File: config.mk
export PLATFORM = sky130hd
export DESIGN_NAME = sorted_priority_queue_top
export DESIGN_NICKNAME = d
export VERILOG_FILES = /design/src/design/spq_pkg.sv /design/src/design/spq_ram.sv /design/src/design/spq_datapath.sv /design/src/design/spq_ctrl.sv /design/src/design/sorted_priority_queue_top.sv
export SDC_FILE = /design/constraint.sdc
export NUM_CORES = 2
export LEC_CHECK = 0
export BUFFER_PORTS_ARGS = -buffer_cell sky130_fd_sc_hd__buf_2
export CAP_MARGIN = 5
export CORE_ASPECT_RATIO = 1.5
export CORE_UTILIZATION = 35
export DETAILED_ROUTE_END_ITERATION = 10
export HOLD_SLACK_MARGIN = 0.15
export PLACE_DENSITY = 0.5
export SYNTH_ARGS = -nofsm -noshare
export SYNTH_HDL_FRONTEND = slang
export SYNTH_HIERARCHICAL = 1
export SYNTH_SLANG_ARGS = --single-unit
export TNS_END_PERCENT = 20
File: constraint.sdc
create_clock -name clk -period 15.5 [get_ports clk]
set_input_delay 1.55 -clock clk [delete_from_list [all_inputs] [get_ports clk]]
set_output_delay 1.55 -clock clk [all_outputs]
set_load 0.02 [all_outputs]
File: src/design/spq_pkg.sv
// ----------------------------------------------------------------------------
// spq_pkg
// Shared sizes, operation and status codes, and the command and status
// bundles that join the sorted priority queue controller and datapath.
// ----------------------------------------------------------------------------
package spq_pkg;

  localparam int CAPACITY   = 64;
  localparam int COORD_BITS = 8;
  localparam int COST_BITS  = 16;

  localparam int IDX_W      = $clog2(CAPACITY);
  localparam int CNT_W      = $clog2(CAPACITY + 1);
  localparam int ENT_W      = 2 * COORD_BITS + COST_BITS;
  localparam int IN_DATA_W  = ((ENT_W + 7) / 8) * 8;
  localparam int RES_W      = ENT_W + CNT_W;
  localparam int OUT_DATA_W = ((RES_W + 7) / 8) * 8;

  typedef enum logic [1:0] {
    FN_INSERT = 2'd0,
    FN_POP    = 2'd1,
    FN_FIND   = 2'd2,
    FN_REMOVE = 2'd3
  } func_t;

  typedef enum logic [1:0] {
    ST_DONE     = 2'd0,
    ST_EMPTY    = 2'd1,
    ST_NOTFOUND = 2'd2,
    ST_FULL     = 2'd3
  } status_t;

  typedef enum logic [2:0] {
    IDX_HOLD,
    IDX_ZERO,
    IDX_LAST,
    IDX_INC,
    IDX_DEC
  } idx_sel_t;

  typedef enum logic [1:0] {
    WA_IDX,
    WA_UP,
    WA_DOWN
  } wr_addr_sel_t;

  typedef enum logic {
    WD_ENTRY,
    WD_NEW
  } wr_data_sel_t;

  typedef struct packed {
    logic         req_load;
    logic         res_clr;
    logic         res_cap;
    logic         res_set;
    status_t      res_status;
    idx_sel_t     idx_sel;
    logic         wr_en;
    wr_addr_sel_t wr_addr_sel;
    wr_data_sel_t wr_data_sel;
    logic         cnt_inc;
    logic         cnt_dec;
    logic         out_load;
  } spq_cmd_t;

  typedef struct packed {
    func_t func;
    logic  empty;
    logic  full;
    logic  idx_zero;
    logic  more;
    logic  cost_gt;
    logic  match;
  } spq_sts_t;

endpackage

File: src/design/spq_ram.sv
// ----------------------------------------------------------------------------
// spq_ram
// Generic simple dual-port RAM with one write port and one registered read
// port.
// ----------------------------------------------------------------------------
module spq_ram #(
  parameter int WIDTH = 32,
  parameter int DEPTH = 64
) (
  input  logic                     clk,
  input  logic                     wr_en,
  input  logic [$clog2(DEPTH)-1:0] wr_addr,
  input  logic [WIDTH-1:0]         wr_data,
  input  logic [$clog2(DEPTH)-1:0] rd_addr,
  output logic [WIDTH-1:0]         rd_data
);

  logic [WIDTH-1:0] mem_r [DEPTH];
  logic [WIDTH-1:0] rd_data_r;

  always_ff @(posedge clk) begin
    if (wr_en) begin
      mem_r[wr_addr] <= wr_data;
    end
    rd_data_r <= mem_r[rd_addr];
  end

  assign rd_data = rd_data_r;

endmodule

File: src/design/spq_datapath.sv
// ----------------------------------------------------------------------------
// spq_datapath
// Request and result registers, the entry store, the walk index, the entry
// count and the comparators used by the controller.
// ----------------------------------------------------------------------------
module spq_datapath (
  input  logic                        clk,
  input  logic                        rst_n,
  input  logic [spq_pkg::IN_DATA_W-1:0]  in_tdata,
  input  logic [1:0]                     in_tuser,
  input  spq_pkg::spq_cmd_t              cmd,
  output spq_pkg::spq_sts_t              sts,
  output logic [spq_pkg::OUT_DATA_W-1:0] out_tdata,
  output logic [1:0]                     out_tuser
);

  import spq_pkg::*;

  func_t                 req_func_r, req_func_nxt;
  logic [COORD_BITS-1:0] req_x_r, req_x_nxt;
  logic [COORD_BITS-1:0] req_y_r, req_y_nxt;
  logic [COST_BITS-1:0]  req_cost_r, req_cost_nxt;
  logic [IDX_W-1:0]      idx_r, idx_nxt;
  logic [CNT_W-1:0]      count_r, count_nxt;
  status_t               res_status_r, res_status_nxt;
  logic [ENT_W-1:0]      res_ent_r, res_ent_nxt;
  status_t               out_status_r, out_status_nxt;
  logic [RES_W-1:0]      out_res_r, out_res_nxt;

  logic [ENT_W-1:0]      rd_data;
  logic [ENT_W-1:0]      wr_data;
  logic [IDX_W-1:0]      wr_addr;
  logic [CNT_W-1:0]      idx_p1;
  logic [COORD_BITS-1:0] ent_x;
  logic [COORD_BITS-1:0] ent_y;
  logic [COST_BITS-1:0]  ent_cost;

  assign ent_x    = rd_data[COORD_BITS-1:0];
  assign ent_y    = rd_data[2*COORD_BITS-1:COORD_BITS];
  assign ent_cost = rd_data[ENT_W-1:2*COORD_BITS];
  assign idx_p1   = CNT_W'(idx_r) + CNT_W'(1);

  always_comb begin
    req_func_nxt = req_func_r;
    req_x_nxt    = req_x_r;
    req_y_nxt    = req_y_r;
    req_cost_nxt = req_cost_r;
    if (cmd.req_load) begin
      req_func_nxt = func_t'(in_tuser);
      req_x_nxt    = in_tdata[COORD_BITS-1:0];
      req_y_nxt    = in_tdata[2*COORD_BITS-1:COORD_BITS];
      req_cost_nxt = in_tdata[ENT_W-1:2*COORD_BITS];
    end
  end

  always_comb begin
    unique case (cmd.idx_sel)
      IDX_HOLD: idx_nxt = idx_r;
      IDX_ZERO: idx_nxt = '0;
      IDX_LAST: idx_nxt = IDX_W'(count_r - CNT_W'(1));
      IDX_INC:  idx_nxt = idx_r + IDX_W'(1);
      IDX_DEC:  idx_nxt = idx_r - IDX_W'(1);
      default:  idx_nxt = idx_r;
    endcase
  end

  always_comb begin
    count_nxt = count_r;
    if (cmd.cnt_inc) begin
      count_nxt = count_r + CNT_W'(1);
    end else if (cmd.cnt_dec) begin
      count_nxt = count_r - CNT_W'(1);
    end
  end

  always_comb begin
    unique case (cmd.wr_addr_sel)
      WA_IDX:  wr_addr = idx_r;
      WA_UP:   wr_addr = idx_r + IDX_W'(1);
      WA_DOWN: wr_addr = idx_r - IDX_W'(1);
      default: wr_addr = idx_r;
    endcase
  end

  assign wr_data = (cmd.wr_data_sel == WD_NEW) ? {req_cost_r, req_y_r, req_x_r} : rd_data;

  spq_ram #(
    .WIDTH (ENT_W),
    .DEPTH (CAPACITY)
  ) u_store (
    .clk     (clk),
    .wr_en   (cmd.wr_en),
    .wr_addr (wr_addr),
    .wr_data (wr_data),
    .rd_addr (idx_r),
    .rd_data (rd_data)
  );

  always_comb begin
    res_status_nxt = res_status_r;
    res_ent_nxt    = res_ent_r;
    if (cmd.res_clr) begin
      res_status_nxt = ST_DONE;
      res_ent_nxt    = '0;
    end
    if (cmd.res_cap) begin
      res_ent_nxt = rd_data;
    end
    if (cmd.res_set) begin
      res_status_nxt = cmd.res_status;
    end
  end

  always_comb begin
    out_status_nxt = out_status_r;
    out_res_nxt    = out_res_r;
    if (cmd.out_load) begin
      out_status_nxt = res_status_r;
      out_res_nxt    = {count_r, res_ent_r};
    end
  end

  always_ff @(posedge clk) begin
    if (!rst_n) begin
      count_r <= '0;
    end else begin
      count_r <= count_nxt;
    end
  end

  always_ff @(posedge clk) begin
    req_func_r   <= req_func_nxt;
    req_x_r      <= req_x_nxt;
    req_y_r      <= req_y_nxt;
    req_cost_r   <= req_cost_nxt;
    idx_r        <= idx_nxt;
    res_status_r <= res_status_nxt;
    res_ent_r    <= res_ent_nxt;
    out_status_r <= out_status_nxt;
    out_res_r    <= out_res_nxt;
  end

  assign sts.func     = req_func_r;
  assign sts.empty    = (count_r == '0);
  assign sts.full     = (count_r == CNT_W'(CAPACITY));
  assign sts.idx_zero = (idx_r == '0);
  assign sts.more     = (idx_p1 < count_r);
  assign sts.cost_gt  = (ent_cost > req_cost_r);
  assign sts.match    = (ent_x == req_x_r) && (ent_y == req_y_r);

  assign out_tdata = OUT_DATA_W'(out_res_r);
  assign out_tuser = out_status_r;

endmodule

File: src/design/spq_ctrl.sv
// ----------------------------------------------------------------------------
// spq_ctrl
// Sequencer for the sorted priority queue. It walks the entry store one
// entry per read and evaluate pair to place, look up or close up entries.
// ----------------------------------------------------------------------------
module spq_ctrl (
  input  logic              clk,
  input  logic              rst_n,
  input  logic              in_tvalid,
  output logic              in_tready,
  output logic              out_tvalid,
  input  logic              out_tready,
  input  spq_pkg::spq_sts_t sts,
  output spq_pkg::spq_cmd_t cmd
);

  import spq_pkg::*;

  localparam logic [3:0] S_IDLE    = 4'd0;
  localparam logic [3:0] S_DISP    = 4'd1;
  localparam logic [3:0] S_INS_RD  = 4'd2;
  localparam logic [3:0] S_INS_EV  = 4'd3;
  localparam logic [3:0] S_INS_NEW = 4'd4;
  localparam logic [3:0] S_SCN_RD  = 4'd5;
  localparam logic [3:0] S_SCN_EV  = 4'd6;
  localparam logic [3:0] S_SH_RD   = 4'd7;
  localparam logic [3:0] S_SH_EV   = 4'd8;
  localparam logic [3:0] S_FIN     = 4'd9;

  logic [3:0] state_r, state_nxt;
  logic       out_valid_r, out_valid_nxt;
  logic       hit;

  assign hit = (sts.func == FN_POP) || sts.match;

  always_comb begin
    state_nxt = state_r;
    cmd       = '0;
    unique case (state_r)
      S_IDLE: begin
        if (in_tvalid) begin
          cmd.req_load = 1'b1;
          cmd.res_clr  = 1'b1;
          state_nxt    = S_DISP;
        end
      end
      S_DISP: begin
        unique case (sts.func)
          FN_INSERT: begin
            if (sts.full) begin
              cmd.res_set    = 1'b1;
              cmd.res_status = ST_FULL;
              state_nxt      = S_FIN;
            end else if (sts.empty) begin
              cmd.idx_sel = IDX_ZERO;
              state_nxt   = S_INS_NEW;
            end else begin
              cmd.idx_sel = IDX_LAST;
              state_nxt   = S_INS_RD;
            end
          end
          FN_POP: begin
            if (sts.empty) begin
              cmd.res_set    = 1'b1;
              cmd.res_status = ST_EMPTY;
              state_nxt      = S_FIN;
            end else begin
              cmd.idx_sel = IDX_ZERO;
              state_nxt   = S_SCN_RD;
            end
          end
          FN_FIND, FN_REMOVE: begin
            if (sts.empty) begin
              cmd.res_set    = 1'b1;
              cmd.res_status = ST_NOTFOUND;
              state_nxt      = S_FIN;
            end else begin
              cmd.idx_sel = IDX_ZERO;
              state_nxt   = S_SCN_RD;
            end
          end
          default: state_nxt = S_FIN;
        endcase
      end
      S_INS_RD: state_nxt = S_INS_EV;
      S_INS_EV: begin
        cmd.wr_en       = 1'b1;
        cmd.wr_addr_sel = WA_UP;
        if (sts.cost_gt) begin
          cmd.wr_data_sel = WD_ENTRY;
          if (sts.idx_zero) begin
            state_nxt = S_INS_NEW;
          end else begin
            cmd.idx_sel = IDX_DEC;
            state_nxt   = S_INS_RD;
          end
        end else begin
          cmd.wr_data_sel = WD_NEW;
          cmd.cnt_inc     = 1'b1;
          state_nxt       = S_FIN;
        end
      end
      S_INS_NEW: begin
        cmd.wr_en       = 1'b1;
        cmd.wr_addr_sel = WA_IDX;
        cmd.wr_data_sel = WD_NEW;
        cmd.cnt_inc     = 1'b1;
        state_nxt       = S_FIN;
      end
      S_SCN_RD: state_nxt = S_SCN_EV;
      S_SCN_EV: begin
        if (hit) begin
          cmd.res_cap = 1'b1;
          if (sts.func == FN_FIND) begin
            state_nxt = S_FIN;
          end else if (sts.more) begin
            cmd.idx_sel = IDX_INC;
            state_nxt   = S_SH_RD;
          end else begin
            cmd.cnt_dec = 1'b1;
            state_nxt   = S_FIN;
          end
        end else if (sts.more) begin
          cmd.idx_sel = IDX_INC;
          state_nxt   = S_SCN_RD;
        end else begin
          cmd.res_set    = 1'b1;
          cmd.res_status = ST_NOTFOUND;
          state_nxt      = S_FIN;
        end
      end
      S_SH_RD: state_nxt = S_SH_EV;
      S_SH_EV: begin
        cmd.wr_en       = 1'b1;
        cmd.wr_addr_sel = WA_DOWN;
        cmd.wr_data_sel = WD_ENTRY;
        if (sts.more) begin
          cmd.idx_sel = IDX_INC;
          state_nxt   = S_SH_RD;
        end else begin
          cmd.cnt_dec = 1'b1;
          state_nxt   = S_FIN;
        end
      end
      S_FIN: begin
        if (!out_valid_r || out_tready) begin
          cmd.out_load = 1'b1;
          state_nxt    = S_IDLE;
        end
      end
      default: state_nxt = S_IDLE;
    endcase
  end

  always_comb begin
    if (cmd.out_load) begin
      out_valid_nxt = 1'b1;
    end else if (out_tready) begin
      out_valid_nxt = 1'b0;
    end else begin
      out_valid_nxt = out_valid_r;
    end
  end

  always_ff @(posedge clk) begin
    if (!rst_n) begin
      state_r     <= S_IDLE;
      out_valid_r <= 1'b0;
    end else begin
      state_r     <= state_nxt;
      out_valid_r <= out_valid_nxt;
    end
  end

  assign in_tready  = (state_r == S_IDLE);
  assign out_tvalid = out_valid_r;

endmodule

File: src/design/sorted_priority_queue_top.sv
// ----------------------------------------------------------------------------
// sorted_priority_queue_top
// Open-list priority queue for grid path search, kept sorted by cost.
//
// The input channel carries one operation per transaction: the opcode in
// in_tuser (insert, pop, find, remove) and the coordinates and cost in
// in_tdata. Each operation gives exactly one result transaction with a
// status code in out_tuser and the entry fields and occupancy in out_tdata.
// Operations are handled one at a time. Each store entry read takes a read
// state and an evaluate state, set by the single read port of the
// entry store: an insert reads the entries of higher cost and the one it
// lands behind, plus a separate write state when it lands at the head; a find
// reads up to its match; a pop, a remove or a miss reads every entry held.
// The result is loaded into the output register as the sequencer leaves its
// finish state for idle, where it takes the next operation. A finished
// result sits in an output register while the next operation runs; if it is
// still stalled when the following result is ready, the sequencer waits for
// it. Reset empties the queue and drops any pending result.
// ----------------------------------------------------------------------------
module sorted_priority_queue_top (
  input  logic                           clk,
  input  logic                           rst_n,
  input  logic                           in_tvalid,
  output logic                           in_tready,
  input  logic [spq_pkg::IN_DATA_W-1:0]  in_tdata,   // x, y, cost
  input  logic [1:0]                     in_tuser,   // func
  output logic                           out_tvalid,
  input  logic                           out_tready,
  output logic [spq_pkg::OUT_DATA_W-1:0] out_tdata,  // out_x, out_y, out_cost, occupancy
  output logic [1:0]                     out_tuser   // status
);

  import spq_pkg::*;

  spq_cmd_t cmd;
  spq_sts_t sts;

  spq_ctrl u_ctrl (
    .clk        (clk),
    .rst_n      (rst_n),
    .in_tvalid  (in_tvalid),
    .in_tready  (in_tready),
    .out_tvalid (out_tvalid),
    .out_tready (out_tready),
    .sts        (sts),
    .cmd        (cmd)
  );

  spq_datapath u_datapath (
    .clk       (clk),
    .rst_n     (rst_n),
    .in_tdata  (in_tdata),
    .in_tuser  (in_tuser),
    .cmd       (cmd),
    .sts       (sts),
    .out_tdata (out_tdata),
    .out_tuser (out_tuser)
  );

endmodule

; ---- After elaboration in Yosys (flattened, before gate mapping)
; Memories as Yosys holds them, arrays and structs flattened. A register that Yosys moved wholly into a read port is not among the register bits.
; Index checks and enable logic that the tools add are counted.
[totals]
reg_bits = 127
ramBits = 2048
word_cells = 114
mem_count = 1
[classes]
add_sub_neg = 5
order_cmp = 2
eq_ne = 23
n_mux = 55
reduce_logical = 16
[memory_table]
columns = name, depth, width, read_ports, rd_clocked_by_memory_dff, wr, line_no
row1 = u_datapath.u_store.mem_r, 64, 32, 1, 1, 1, spq_ram.sv:18  ; logic [WIDTH-1:0] mem_r [DEPTH];
[op_table]
columns = cell, n
row1 = $mux 32, 3
row2 = $pmux 4 s10, 1
row3 = $mux 3, 12
row4 = $mux 4, 9
row5 = $pmux 6 s4, 1
row6 = $pmux 6 s3, 1
row7 = $eq 4x3->1 const B, 4
row8 = $eq 8x8->1, 2
row9 = $gt 16x16->1, 1
row10 = $mux 7, 2
row11 = $mux 1, 13
row12 = $mux 2, 6
row13 = $pmux 3 s4, 1
row14 = $pmux 4 s3, 1
row15 = $pmux 6 s2, 1
row16 = $eq 4x2->1 const B, 2
row17 = $eq 4x4->1 const B, 2
row18 = $pmux 4 s2, 1
row19 = $reduce_bool 2->1, 4
row20 = $add 6x1->7 const B, 1
row21 = $add 7x1->7 const B, 1
row22 = $eq 7x7->1 const B, 1
row23 = $logic_not 7->1, 1
row24 = $lt 7x7->1, 1
row25 = other kinds (23), 29

; ---- Depth between registers and ports, before layout
[logic_depth]
depth_word = 8
depth_mapped = 15

; ---- Hierarchy
; Netlist, hierarchy kept.
[by_module_without_submodules]
columns = module, n_inst, cells_per_inst, area_per_inst_um2
row1 = spq_ram, 1, 3324, 78515.3
row2 = spq_datapath, 1, 429, 5834.3
row3 = spq_ctrl, 1, 92, 641.9

; ---- Worst setup path after synthesis
; Ideal clock, no wire load.
[synth_timing]
path_kind = reg-to-reg
startpoint = register u_datapath.req_cost_r[14]
endpoint = memory u_datapath.u_store.mem_r[0][16], data pin
setup_time_ns = 0.702
arrival_ns = 4.447
required_time_ns = 14.798
setup_slack_ns = 10.352
path_stages_with_launch = 12
n_path_buf = 2
period_less_slack_ns = 5.148
path_cell_list = edfxtp_1 -> inv_1 -> ha_1 -> nand4_1 -> nor3_1 -> a21boi_0 -> o31a_1 -> nand4bb_1 -> a21oi_1 -> clkbuf_1 -> buf_2 -> o21ai_0
[synth_rtl]
columns = item, line_no
row1 = from (decl), spq_datapath.sv:22  ; logic [COST_BITS-1:0] req_cost_r, req_cost_nxt;
row2 = from (signal assigned), spq_datapath.sv:135  ; req_cost_r <= req_cost_nxt;
row3 = to (decl), spq_ram.sv:18

; ---- Worst setup path in the final report
[layout_timing]
startpoint = register u_datapath.idx_r[0]
endpoint = memory u_datapath.u_store.mem_r[26][25] (enable)
[layout_between]
elab_chain_cells = 2
elab_cells_between_ends = 3
[layout_lines]
columns = item, line_no
row1 = from (decl), spq_datapath.sv:23  ; logic [IDX_W-1:0] idx_r, idx_nxt;
row2 = from (signal assigned), spq_datapath.sv:136  ; idx_r <= idx_nxt;
row3 = $sub 6x1->6 or $add 6x1->6 (tied branches), "spq_datapath.sv:80, spq_datapath.sv:79"
row4 = $pmux 6 s2 (*), spq_datapath.sv:77  ; unique case (cmd.wr_addr_sel)
row5 = via u_datapath.wr_addr[4], spq_datapath.sv:32  ; logic [IDX_W-1:0] wr_addr;
; The timed path passes the listed nets; every way through them passes the cells marked *.

==> flow_summary.toml <==
[routing]
drt_first_pass_iters = 5
via_per_inst = 5.37
drtIter0Drc = 3616
ant_nets = 0
wl_per_cell_um = 31.6
drcViolationCount = 0
dr_total_vias = 40100
routed_wl_um = 236000

[timing]
clock_skew_ns = 0.0510
drv_slew = 0
slew_headroom = 0.133
fin_tns_setup_ns = 0
rsz0062_at_grt = "false"
max_slew.worst_pin.slew_ns = 1.30
worst_slack_ns = 9.80
setup_viol = 0
fmax_ghz = 0.175
fin_crit_sh = 0.368
final.min_clock_period_ns = 5.70
hold_violations = 0

[floorplan]
core_area_um2 = 241000
start_util = 0.352
die_w_um = 404
die_y_um = 606
dieArea_um2 = 245000
num_io_pins = 82
num_rows = 221

[synthesis]
yosysSeqAreaShare = 0.775
avgSynthCellArea_um2 = 22.1
synth_cells = 3845
synth.cell_area_um2 = 85000
synth_edf_count = 2163
yosysUniqueCellTypes = 72
synth_fp_nets = 3913
synth_flop_cell = "edfxtp_1"
yosys_warnings = 6
synth_async_sr_flop_share = 0
synth_seq_cells = 2207

[clock_tree]
cts_buffer_depth = 4
post_cts_buffers = 0
cts_made_buffers = 205
ctsHoldBuffers = 0
cts_tree = "built"
insertion_delay_ns = 0.87
clkSinkCount = 2207
ctsHtreeMaxLevel = 4
clk_pin_slew_ns = 0.06
cts_root_buf = "clkbuf_16"
cts_resized = 0

[layout]
fin_nets = 4141
final_cell_mix = "edfxtp_1 (2163), mux4_2 (544), clkbuf_16 (209)"
area_growth_pct = 13.6
stdcell_count = 7465
drive_gt1_frac = 0.276
layout_commonest_cell = "edfxtp_1"
final_area_um2 = 96500

[worst_setup_path]
cp_data_arrival_time_ns = 6.19
critPathSlowestCell = "nor2_4"
critPathLaunch = "u_datapath/idx_r[0]"
crit_family = "simple AND/OR/NAND/NOR gates"
criticalPathCategory = "flop to flop"
crit_path_end_kind = "flop"
cp_max_fo = 39
path_buf_inv = 3
reg2reg_from = "u_datapath/idx_r[0]"
start_kind = "flop"
crit_path_frequent_cell = "buf_4"
required_ns = 15.99
critPathMaxStageDelay_ns = 0.92
cp_cell_sequence = "buf_4 -> buf_4 -> ha_1 -> nand3_1 -> xnor2_1 -> a22oi_1 -> o21ai_1 -> nand3b_1 -> nor2_4 -> buf_4"

[status]
status = "finished, final reports clean"

[global_route]
grt_start_max_net_pins = 112
antenna_found_initial = 7
grt_pass1_vias = 42000
overflow = 0
grt_usage = 0.193
grt_pass1_wl_um = 330000

[power]
p_clk_frac = 0.257
peakVddDrop_uv = 144
intPower_w = 0.0128
power.net_switching_w = 0.00647
pwr-share-seq = 0.422
power_leakage_nw = 29.7
p_comb_frac = 0.321
p_per_area_nw_per_um2 = 199
power_switching_share = 0.336

[placed_design]
placed_cell_area_um2 = 90100
hpwl_um = 133000
post-place-ws_ns = 9.82
globalplace.congestion = 0.792
dp.cells = 7099
port_buffers = 80

[hold_path]
worstHoldPathType = "flop to flop"
min_from = "u_datapath/res_ent_r[6]"

[flow_run]
cap_viol_max_count = 0
-- cell usage after synthesis, types with 31 or more instances --
cell | n | area, µm²
a21oi_1 | 79 | 395
and2_1 | 44 | 275
buf_2 | 68 | 340
clkbuf_1 | 81 | 304
dfxtp_1 | 44 | 881
edfxtp_1 | 2163 | 65000
inv_1 | 37 | 139
mux2_2 | 33 | 372
mux2i_1 | 97 | 971
mux4_2 | 544 | 12300
nand2_1 | 38 | 143
nor2_1 | 165 | 619
o22ai_1 | 85 | 532
xnor2_1 | 31 | 272
-- state kept, by name, indices dropped and copies added, names as in the netlist --
register / flops
u_datapath/res_ent_r: 32
u_ctrl/out_tvalid: 1
u_datapath/req_func_r: 2
u_datapath/u_store/rd_data: 32
u_datapath/u_store/mem_r: 2048
u_datapath/req_x_r: 8
u_datapath/count_r: 7
u_datapath/req_cost_r: 16
u_datapath/out_tuser: 2
u_datapath/res_status_r: 2
u_ctrl/state_r: 4
u_datapath/idx_r: 6
u_datapath/out_res_r: 39
u_datapath/req_y_r: 8
-- worst paths after layout --
check                           slack (ns)  depth (start not counted)                               end
worst min register to register        0.42                          0           u_datapath/out_res_r[6]
worst max-delay path                  9.80                         10  u_datapath/u_store/mem_r[26][25]
worst min-delay path                  0.42                          0           u_datapath/out_res_r[6]
worst max register to register        9.80                         10  u_datapath/u_store/mem_r[26][25]
-- metrics by stage --
stage                     power (W)   util  hold slack (ns)
after CTS                    0.0195  0.400            0.420
after global placement       0.0145  0.373            0.400
final                        0.0192  0.400            0.419
after floorplan              0.0119      -            0.400
after global routing         0.0199  0.400            0.426
after detailed placement     0.0145  0.373            0.405
-- final cells by class --
type / count / area [µm²]
multi-input cells: 1395 / 18500
clock buffers: 268 / 5540
inverters: 37 / 139
diodes: 4 / 10.0
fillers: 21200 / 145000
clock inverters: 94 / 870
repair buffers: 227 / 1550
well taps: 3233 / 4050
flip-flops and latches: 2207 / 65800
-- power groups by stage --
| stage | Sequential (W) | Clock (W) | Combinational, W |
|---|---|---|---|
| 3_5_place_dp | 0.00824 | 0 | 0.00630 |
| 5_1_grt | 0.00813 | 0.00525 | 0.00655 |
| 6_report | 0.00811 | 0.00495 | 0.00618 |
| 4_1_cts | 0.00811 | 0.00506 | 0.00631 |
| 3_3_place_gp | 0.00823 | 0 | 0.00623 |
| 2_1_floorplan | 0.00812 | 0 | 0.00380 |
-- layer usage --
metal	vias to the layer above	wire (µm)	GRT usage
li1	16600	-	-
met1	22100	91200	0.236
met2	1107	127000	0.353
met3	345	9720	0.0200
met4	2	7600	0.0614
met5	-	13	0
-- cells by family after synthesis --
kind of cell | synth area share
xor+xnor | 0.00340
compound gates | 0.0213
other cells | 0.0000441
fa+ha+maj | 0.00442
buf+inv | 0.0136
flops | 0.775
simple gates | 0.0227
mux | 0.160
Power figures use the tool's default switching activity.
